File: src/sv/owtsd_pkg.sv
package owtsd_pkg;

   localparam int ByteWidth = 8;
   localparam int TempWidth = 12;
   localparam int IndexWidth = 4;

   localparam logic [ByteWidth-1:0] FamilyA = 8'h10;
   localparam logic [ByteWidth-1:0] FamilyB = 8'h28;
   localparam logic [ByteWidth-1:0] SignMask = 8'hF8;
   localparam logic [ByteWidth-1:0] AllOnes = 8'hFF;
   localparam logic [ByteWidth-1:0] CrcPoly = 8'h8C;
   localparam logic [IndexWidth-1:0] CrcIndex = 4'd8;
   localparam logic signed [TempWidth-1:0] UnknownTemp = 12'sd255;

   localparam logic StatusOk = 1'b0;
   localparam logic StatusBadCrc = 1'b1;

   typedef logic [ByteWidth-1:0] byte_type;
   typedef logic signed [TempWidth-1:0] temp_type;

   // 1-Wire CRC-8, one byte, reflected polynomial
   function automatic byte_type crc_update(input byte_type crc, input byte_type b);
      byte_type c;
      c = crc ^ b;
      for (int i = 0; i < 8; i++) begin
         if (c[0]) begin
            c = (c >> 1) ^ CrcPoly;
         end else begin
            c = c >> 1;
         end
      end
      return c;
   endfunction

endpackage

File: src/sv/owtsd_req_if.sv
interface owtsd_req_if;
   logic valid;
   logic ready;
   owtsd_pkg::byte_type data_byte;
   owtsd_pkg::byte_type family_code;

   modport source(output valid, output data_byte, output family_code, input ready);
   modport sink(input valid, input data_byte, input family_code, output ready);
endinterface

File: src/sv/owtsd_rsp_if.sv
interface owtsd_rsp_if;
   logic valid;
   logic ready;
   logic status;
   owtsd_pkg::temp_type temperature_tenths;

   modport source(output valid, output status, output temperature_tenths, input ready);
   modport sink(input valid, input status, input temperature_tenths, output ready);
endinterface

File: src/sv/onewire_temp_scratchpad_decode.sv
// 1-Wire temperature scratchpad decoder.
// req_chan: one scratchpad word per transfer (data_byte, family_code), byte 0
// first, byte 8 is the CRC. family_code is only looked at with byte 8.
// rsp_chan: one word per nine input words (status, temperature_tenths).
// status 1 means CRC mismatch and the temperature reads zero.
// A result word comes out of the result register: the ninth input word is
// loaded into the input register when taken and moves on into the result
// register once that register is free.
// Throughput: one input word per cycle while no ninth word waits; the CRC
// step and decode sit in the single logic stage between the two registers.
// Reset (synchronous, active high) empties both registers and restarts at
// byte 0 with a cleared CRC.
// When rsp_chan stalls, the result register holds its word; the input
// register keeps moving bytes 0..7 through, and a ninth byte waits there,
// holding req_chan.ready low, until the result register frees up.
module onewire_temp_scratchpad_decode (
   input logic clock,
   input logic reset,
   owtsd_req_if.sink req_chan,
   owtsd_rsp_if.source rsp_chan
);

   logic s1_valid_ff, s1_valid_in;
   owtsd_pkg::byte_type s1_byte_ff, s1_family_ff;

   logic [owtsd_pkg::IndexWidth-1:0] index_ff, index_in;
   owtsd_pkg::byte_type crc_ff, crc_in;
   owtsd_pkg::byte_type lo_ff, lo_in, hi_ff, hi_in;

   logic rsp_valid_ff, rsp_valid_in;
   logic status_ff, status_in;
   owtsd_pkg::temp_type temp_ff, temp_in;

   logic is_last, out_free, s1_adv, req_take;
   owtsd_pkg::temp_type decoded;

   // decode temporaries
   owtsd_pkg::byte_type diff;
   logic [10:0] lo5, diff5, mag;
   logic [15:0] raw, rawn;
   logic [14:0] m10;
   logic neg;

   assign is_last = (index_ff >= owtsd_pkg::CrcIndex);
   assign out_free = !rsp_valid_ff || rsp_chan.ready;
   assign s1_adv = s1_valid_ff && (!is_last || out_free);
   assign req_chan.ready = !s1_valid_ff || s1_adv;
   assign req_take = req_chan.valid && req_chan.ready;

   assign rsp_chan.valid = rsp_valid_ff;
   assign rsp_chan.status = status_ff;
   assign rsp_chan.temperature_tenths = temp_ff;

   always_comb begin
      lo5 = {1'b0, lo_ff, 2'b00} + {3'b000, lo_ff};
      diff = ~lo_ff;
      diff5 = {1'b0, diff, 2'b00} + {3'b000, diff};
      raw = {hi_ff, lo_ff};
      neg = |(hi_ff & owtsd_pkg::SignMask);
      rawn = neg ? (~raw + 16'd1) : raw;
      m10 = {1'b0, rawn[10:0], 3'b000} + {3'b000, rawn[10:0], 1'b0};
      mag = m10[14:4];
      if (s1_family_ff == owtsd_pkg::FamilyA) begin
         if (hi_ff != owtsd_pkg::AllOnes) begin
            decoded = owtsd_pkg::temp_type'({1'b0, lo5});
         end else begin
            decoded = -owtsd_pkg::temp_type'({1'b0, diff5});
         end
      end else if (s1_family_ff == owtsd_pkg::FamilyB) begin
         decoded = neg ? -owtsd_pkg::temp_type'({1'b0, mag})
                       : owtsd_pkg::temp_type'({1'b0, mag});
      end else begin
         decoded = owtsd_pkg::UnknownTemp;
      end
   end

   always_comb begin
      s1_valid_in = s1_valid_ff;
      if (req_take) begin
         s1_valid_in = 1'b1;
      end else if (s1_adv) begin
         s1_valid_in = 1'b0;
      end

      index_in = index_ff;
      crc_in = crc_ff;
      lo_in = lo_ff;
      hi_in = hi_ff;
      rsp_valid_in = rsp_valid_ff && !rsp_chan.ready;
      status_in = status_ff;
      temp_in = temp_ff;

      if (s1_adv) begin
         if (!is_last) begin
            if (index_ff == 4'd0) begin
               lo_in = s1_byte_ff;
            end
            if (index_ff == 4'd1) begin
               hi_in = s1_byte_ff;
            end
            crc_in = owtsd_pkg::crc_update(crc_ff, s1_byte_ff);
            index_in = index_ff + 4'd1;
         end else begin
            rsp_valid_in = 1'b1;
            if (crc_ff == s1_byte_ff) begin
               status_in = owtsd_pkg::StatusOk;
               temp_in = decoded;
            end else begin
               status_in = owtsd_pkg::StatusBadCrc;
               temp_in = '0;
            end
            index_in = '0;
            crc_in = '0;
         end
      end
   end

   always_ff @(posedge clock) begin
      if (reset) begin
         s1_valid_ff <= 1'b0;
         rsp_valid_ff <= 1'b0;
         index_ff <= '0;
         crc_ff <= '0;
         lo_ff <= '0;
         hi_ff <= '0;
      end else begin
         s1_valid_ff <= s1_valid_in;
         rsp_valid_ff <= rsp_valid_in;
         index_ff <= index_in;
         crc_ff <= crc_in;
         lo_ff <= lo_in;
         hi_ff <= hi_in;
      end
   end

   always_ff @(posedge clock) begin
      if (req_take) begin
         s1_byte_ff <= req_chan.data_byte;
         s1_family_ff <= req_chan.family_code;
      end
      status_ff <= status_in;
      temp_ff <= temp_in;
   end

endmodule

File: src/flat_wrapper.sv
// flat-port wrapper written by rule: the top's interface ports become plain ports
module onewire_temp_scratchpad_decode_flat 
  (clock, reset, req_chan_valid, req_chan_data_byte, req_chan_family_code, req_chan_ready, rsp_chan_valid, rsp_chan_status, rsp_chan_temperature_tenths, rsp_chan_ready);
  owtsd_req_if req_chan_i ();
  owtsd_rsp_if rsp_chan_i ();
  input logic clock;
  input logic reset;
  input wire logic [$bits(req_chan_i.valid)-1:0] req_chan_valid;
  input wire logic [$bits(req_chan_i.data_byte)-1:0] req_chan_data_byte;
  input wire logic [$bits(req_chan_i.family_code)-1:0] req_chan_family_code;
  output wire logic [$bits(req_chan_i.ready)-1:0] req_chan_ready;
  output wire logic [$bits(rsp_chan_i.valid)-1:0] rsp_chan_valid;
  output wire logic [$bits(rsp_chan_i.status)-1:0] rsp_chan_status;
  output wire logic [$bits(rsp_chan_i.temperature_tenths)-1:0] rsp_chan_temperature_tenths;
  input wire logic [$bits(rsp_chan_i.ready)-1:0] rsp_chan_ready;
  assign req_chan_i.valid = req_chan_valid;
  assign req_chan_i.data_byte = req_chan_data_byte;
  assign req_chan_i.family_code = req_chan_family_code;
  assign req_chan_ready = req_chan_i.ready;
  assign rsp_chan_valid = rsp_chan_i.valid;
  assign rsp_chan_status = rsp_chan_i.status;
  assign rsp_chan_temperature_tenths = rsp_chan_i.temperature_tenths;
  assign rsp_chan_i.ready = rsp_chan_ready;
  onewire_temp_scratchpad_decode u_core (.clock(clock), .reset(reset), .req_chan(req_chan_i), .rsp_chan(rsp_chan_i));
endmodule
File: config.mk
export PLATFORM = sky130hd
export DESIGN_NAME = onewire_temp_scratchpad_decode_flat
export DESIGN_NICKNAME = d
export VERILOG_FILES = /design/src/sv/owtsd_pkg.sv /design/src/sv/owtsd_req_if.sv /design/src/sv/owtsd_rsp_if.sv /design/src/sv/onewire_temp_scratchpad_decode.sv /design/src/flat_wrapper.sv
export SDC_FILE = /design/constraint.sdc
export NUM_CORES = 1
export LEC_CHECK = 0
export ABC_AREA = 0
export BUFFER_PORTS_ARGS = -buffer_cell sky130_fd_sc_hd__buf_2
export CORE_MARGIN = 4
export CORE_UTILIZATION = 40
export DETAILED_ROUTE_END_ITERATION = 6
export PLACE_DENSITY = 0.64
export SETUP_SLACK_MARGIN = 0.2
export SKIP_LAST_GASP = 1
export SYNTH_ARGS = -nofsm -noshare
export SYNTH_HDL_FRONTEND = slang
export SYNTH_SLANG_ARGS = --single-unit
File: constraint.sdc
create_clock -name clock -period 5.9 [get_ports clock]
set_input_delay 1.18 -clock clock [delete_from_list [all_inputs] [get_ports clock]]
set_output_delay 1.18 -clock clock [all_outputs]
set_load 0.03 [all_outputs]
Word-level counts from Yosys, hierarchy flattened
Cells that the tools add are included.

operators by class
  $add $sub $neg = 7
  magnitude comparators = 1
  equality and inequality tests = 5
  muxes and demuxes = 34
  bitwise logic cells = 12
  reductions and logical operators = 16

operators with widths
  cell                     count
  $mux W8                  23
  $mux W12                 4
  $neg A11 Y12             2
  $not A2 Y3               8
  $add A10 B8 Y11          2
  $add A14 B12 Y15         1
  $add A11 B1 Y11 const B  1
  $mux W11                 1
  $not A11 Y11             1
  $eq A8 B5 Y1 const B     1
  $eq A8 B6 Y1 const B     1
  $eq A8 B8 Y1             1
  $ne A8 B8 Y1 const B     1
  $not A8 Y8               1
  $xor A8 B8 Y8            1
  $reduce_and A3 Y1        2
  $mux W1                  5
  $reduce_or A5 Y1         1
  $add A4 B1 Y4 const B    1
  $eq A4 B1 Y1 const B     1
  $ge A4 B4 Y1 const B     1
  $logic_not A1 Y1         4
  $logic_not A4 Y1         1
  $mux W4                  1
  5 further kinds          9

storage, ports and cells
  register bits = 59
  bits of input ports = 20
  output and inout port bits = 15

Longest topological paths before layout
  depth after elaboration = 32
  depth in mapped cells = 18
  depth with buffers taken out = 16

Worst setup path after synthesis
OpenSTA, ideal clock, no wires.

  path type = register -> register
  start point = register u_core.lo_ff[2]
  end point = register u_core.temp_ff[8] (netlist: u_core.rsp_chan.temperature_tenths[8]) (data pin)
  data arrival time = 4.126 ns
  slack = 1.513 ns
  cell stages (with the launch flop) = 17
  buffers on the path = 1
  clock period less this slack = 4.387 ns
  path through = dfxtp_1 buf_2 or4_4 or4_4 nand2_1 xnor2_1 ha_1 and3_1 o21a_1 or4_1 nand2_1 a2111oi_0 o32a_1 nor2_1 a31oi_1 xnor2_1 a221o_1

between the ends
  word-level cells in the longest chain between the ends = 8
  elaborated cells between the ends (all ways) = 13
  those cells by class = add/sub: 6; mux: 5; bitwise: 2

ends and longest elaborated chain
  what                    line                                   source
  from (decl)             onewire_temp_scratchpad_decode.sv:28   owtsd_pkg::byte_type lo_ff, lo_in, hi_ff, hi_in;
  from (signal assigned)  onewire_temp_scratchpad_decode.sv:131  lo_ff <= lo_in;
  $not A11 Y11            onewire_temp_scratchpad_decode.sv:60   rawn = neg ? (~raw + 16'd1) : raw;
  $add A11 B1 Y11         onewire_temp_scratchpad_decode.sv:60
  $mux W11                onewire_temp_scratchpad_decode.sv:60
  $add A14 B12 Y15        onewire_temp_scratchpad_decode.sv:61   m10 = {1'b0, rawn[10:0], 3'b000} + {3'b000, rawn[10:0], 1'b0};
  $neg A11 Y12            onewire_temp_scratchpad_decode.sv:70   decoded = neg ? -owtsd_pkg::temp_type'({1'b0, mag})
  $mux W12                onewire_temp_scratchpad_decode.sv:70
  $mux W12                onewire_temp_scratchpad_decode.sv:69   end else if (s1_family_ff == owtsd_pkg::FamilyB) begin
  $mux W12 *              onewire_temp_scratchpad_decode.sv:63   if (s1_family_ff == owtsd_pkg::FamilyA) begin
  to (signal assigned)    onewire_temp_scratchpad_decode.sv:142  temp_ff <= temp_in;
  to (decl)               onewire_temp_scratchpad_decode.sv:32   owtsd_pkg::temp_type temp_ff, temp_in;

Every way passes the cells marked *; elsewhere a longest branch is shown, timed or not.
A chain may end at the register's enable or synchronous reset.

Worst setup path after layout
  start point = register u_core.hi_ff[7]
  end point = register u_core.temp_ff[8] (netlist: u_core.rsp_chan.temperature_tenths[8]) (data pin)

between the ends
  word-level cells in the longest chain between the ends = 7
  elaborated cells between the ends (all ways) = 9
  those cells by class = add/sub: 2; eq/ne: 1; mux: 5; reduce/logical: 1

ends and longest elaborated chain
  what                    line                                   source
  from (decl)             onewire_temp_scratchpad_decode.sv:28
  from (signal assigned)  onewire_temp_scratchpad_decode.sv:132  hi_ff <= hi_in;
  $reduce_or A5 Y1        onewire_temp_scratchpad_decode.sv:59   neg = |(hi_ff & owtsd_pkg::SignMask);
  $mux W11                onewire_temp_scratchpad_decode.sv:60
  $add A14 B12 Y15        onewire_temp_scratchpad_decode.sv:61
  $neg A11 Y12            onewire_temp_scratchpad_decode.sv:70
  $mux W12                onewire_temp_scratchpad_decode.sv:70
  $mux W12                onewire_temp_scratchpad_decode.sv:69
  $mux W12 *              onewire_temp_scratchpad_decode.sv:63

Marks and branches as above.

==> impl_metrics.env <==
export IMPL_drtIter0Drc=135
export IMPL_initial_core_util=0.408
export IMPL_maxCapViolations=0
export IMPL_syn_nets=500
export IMPL_synthTopCellsByCount="nor2_1, xnor2_1, nand2_1, ha_1, dfxtp_1"
export IMPL_grt_use_met2=0.269
export IMPL_leakagePower_nw=1.81
export IMPL_rsz0062_at_grt="false"
export IMPL_cts_hold_buffers=0
export IMPL_track_usage=0.160
export IMPL_grt_pass1_wl_microns=15200
export IMPL_die_h_microns=110
export IMPL_grt_max_degree=31
export IMPL_hold_violations=0
export IMPL_ys_seq_elements=59
export IMPL_ios=35
export IMPL_wire_per_inst_microns=15.1
export IMPL_dieArea_sq_um=12100
export IMPL_synth_xor_area_share=0.124
export IMPL_period_minus_slack_ps=4770
export IMPL_post_cts_buffers=0
export IMPL_async_flop_share=0
export IMPL_grt_use_met3=0.0320
export IMPL_synth_area_sq_um=4170
export IMPL_finalSetupViolations=0
export IMPL_synth_compound_area_frac=0.164
export IMPL_power_density_nw_per_um2=256
export IMPL_gr_max_usage_layer="met2"
export IMPL_nets=537
export IMPL_max_freq_ghz=0.210
export IMPL_period_share=0.808
export IMPL_htreeDepth=3
export IMPL_slew_violations=0
export IMPL_whs_ps=483
export IMPL_vias=3390
export IMPL_gp_congestion=0.850
export IMPL_post_cts_resized=0
export IMPL_tightest_slew_ps=1020
export IMPL_antenna_cells=0
export IMPL_post_route_cell_area_sq_um=4680
export IMPL_r2r_cells=15
export IMPL_viasPerCell=5.47
export IMPL_grt_pass1_vias=3210
export IMPL_first_pass_iters=4
export IMPL_synth_fa_ha_area_frac=0.125
export IMPL_port_buffers=34
export IMPL_root_buffer="clkbuf_8"
export IMPL_synth_top_family_by_area="simple AND/OR/NAND/NOR gates"
export IMPL_p_total_mw=1.20
export IMPL_worstPathArrival_ps=4860
export IMPL_multi_input_area_sq_um=2580
export IMPL_ff_latch_area_sq_um=1470
export IMPL_fin_util=0.457
export IMPL_antenna_found_initial=0
export IMPL_drive_gt1_frac=0.149
export IMPL_synth_most_common_cell="nor2_1"
export IMPL_syn_avg_cell_area_sq_um=9.43
export IMPL_netlist_top_cells_area="edfxtp_1, dfxtp_1, ha_1"
export IMPL_min_path_type="register to register"
export IMPL_die_x_microns=110
export IMPL_ir_worst_vdd_uv=178
export IMPL_dp_hpwl_microns=7170
export IMPL_synth_top_area_share=0.209
export IMPL_clockBufferDepth=2
export IMPL_areaGrowthSynthToFinish_pct=12.2
export IMPL_wl_microns=9350
export IMPL_crit_required_ps=5990
export IMPL_crit_type="register to register"
export IMPL_crit_path_end_kind="register"
export IMPL_drc_errors=0
export IMPL_globalRouteOverflowTotal=0
export IMPL_netlist_top_cell_by_area="edfxtp_1"
export IMPL_syn_inst=442
export IMPL_synth_area_mux_share=0.0216
export IMPL_synth_edf_count=29
export IMPL_rows=37
export IMPL_clkTransAtPathRegs_ps=70
export IMPL_ant_nets=0
export IMPL_crit_fanout=16
export IMPL_clkLatencyLatePin_ps=340
export IMPL_relSlewSlack=0.317
export IMPL_skew_ps=11.5
export IMPL_yosys_most_used_dff="dfxtp_1"
export IMPL_clkSinkCount=59
export IMPL_core_area_sq_um=10200
export IMPL_hold_depth=2
export IMPL_ys_types=52
export IMPL_regToRegSetupSlack_ps=1130
export IMPL_finalSetupTns_ps=0
export IMPL_cts_buffers=9
export IMPL_seq_area_frac_synth=0.353
export IMPL_startpoint_type="register"
export IMPL_synth_warnings=0
export IMPL_fill_cells=1002
export IMPL_tritoncts="built"
export IMPL_met1_usage=0.205
export IMPL_status="finished clean"
export IMPL_place_area_sq_um=4490
export IMPL_yosys_area_share_simple=0.185
## power by group
group	switching (mW)	internal [mW]	total, mW
Sequential	0.0312	0.458	0.489
Clock	0.168	0.179	0.346
Combinational	0.203	0.160	0.363
## final timing paths
path	to	from
worst max-delay path	u_core.rsp_chan.temperature_tenths[8]$_SDFFCE_PP0P_	u_core.hi_ff[7]$_SDFFE_PP0P_
worst max register to register	u_core.rsp_chan.temperature_tenths[8]$_SDFFCE_PP0P_	u_core.hi_ff[7]$_SDFFE_PP0P_
worst min register to register	u_core.hi_ff[4]$_SDFFE_PP0P_	u_core.hi_ff[4]$_SDFFE_PP0P_
worst min-delay path	u_core.hi_ff[4]$_SDFFE_PP0P_	u_core.hi_ff[4]$_SDFFE_PP0P_
## per-stage QoR
step                      cells  setup slack [ps]
after floorplan             442              1510
after global placement      604              1340
after detailed placement    604              1190
after CTS                   620              1180
after global routing        620               883
final                       620              1130
## logic make-up (layout without fill, tap and decap cells)
group	after synthesis	count (layout)
AND/OR/NAND/NOR	153	153
AO/OA/AOI/OAI	97	97
flip-flops	59	59
XOR/XNOR	58	58
adder cells (fa/ha/maj)	38	38
buffers and inverters	28	70
multiplexers	9	9
## sequential cells by signal, indices dropped and copies added, names as in the netlist
| register | cells |
|---|---|
| u_core.crc_ff | 8 |
| u_core.hi_ff | 8 |
| u_core.index_ff | 4 |
| u_core.lo_ff | 8 |
| u_core.rsp_chan.status | 1 |
| u_core.rsp_chan.temperature_tenths | 12 |
| u_core.rsp_chan.valid | 1 |
| u_core.s1_byte_ff | 8 |
| u_core.s1_family_ff | 8 |
| u_core.s1_valid_ff | 1 |
## final cells by class
class / instances / share of cell area
clock buffers: 11 / 0.0326
repair buffers: 40 / 0.0460
inverters: 14 / 0.0112
multi-input cells: 355 / 0.552
well taps: 136 / 0.0364
clock inverters: 5 / 0.00749
flip-flops and latches: 59 / 0.314
## placed cells by master, fill, tap and decap left out, types with 7 or more instances in the layout
| cell type | netlist | final |
|---|---|---|
| a21oi_1 | 24 | 24 |
| ha_1 | 32 | 32 |
| nand3_1 | 8 | 8 |
| nand2_1 | 33 | 33 |
| edfxtp_1 | 29 | 29 |
| inv_1 | 14 | 14 |
| nand4_1 | 7 | 7 |
| o31ai_1 | 7 | 7 |
| xnor2_1 | 38 | 38 |
| xor2_1 | 19 | 19 |
| nor2b_1 | 9 | 9 |
| a221oi_1 | 9 | 9 |
| o21ai_0 | 15 | 15 |
| buf_2 | 3 | 34 |
| clkbuf_8 | 0 | 9 |
| mux2i_1 | 9 | 9 |
| dfxtp_1 | 30 | 30 |
| nor3_1 | 11 | 11 |
| nor2_1 | 50 | 50 |
| o21a_1 | 7 | 7 |
| a22oi_1 | 7 | 7 |
## layer usage
layer  wire, microns  up-vias  part of all wire
li1                -     1680                 -
met1            4290     1617              0.46
met2            4420       81              0.47
met3             465       12             0.050
met4             169        0             0.018
met5               0        -                 0
## worst max-delay path, stage by stage, from the launching register on
cell,delay [ps]
dfxtp_1,330
nor3_1,420
nand2_1,470
o31ai_1,220
xnor2_1,200
ha_1,340
a21o_1,220
and2_1,180
or4_1,490
nand2_1,150
a2111oi_0,110
o32a_1,370
nor2_1,330
a31oi_1,160
xnor2_1,160
a221o_1,360
Power figures use the tool's default switching activity.
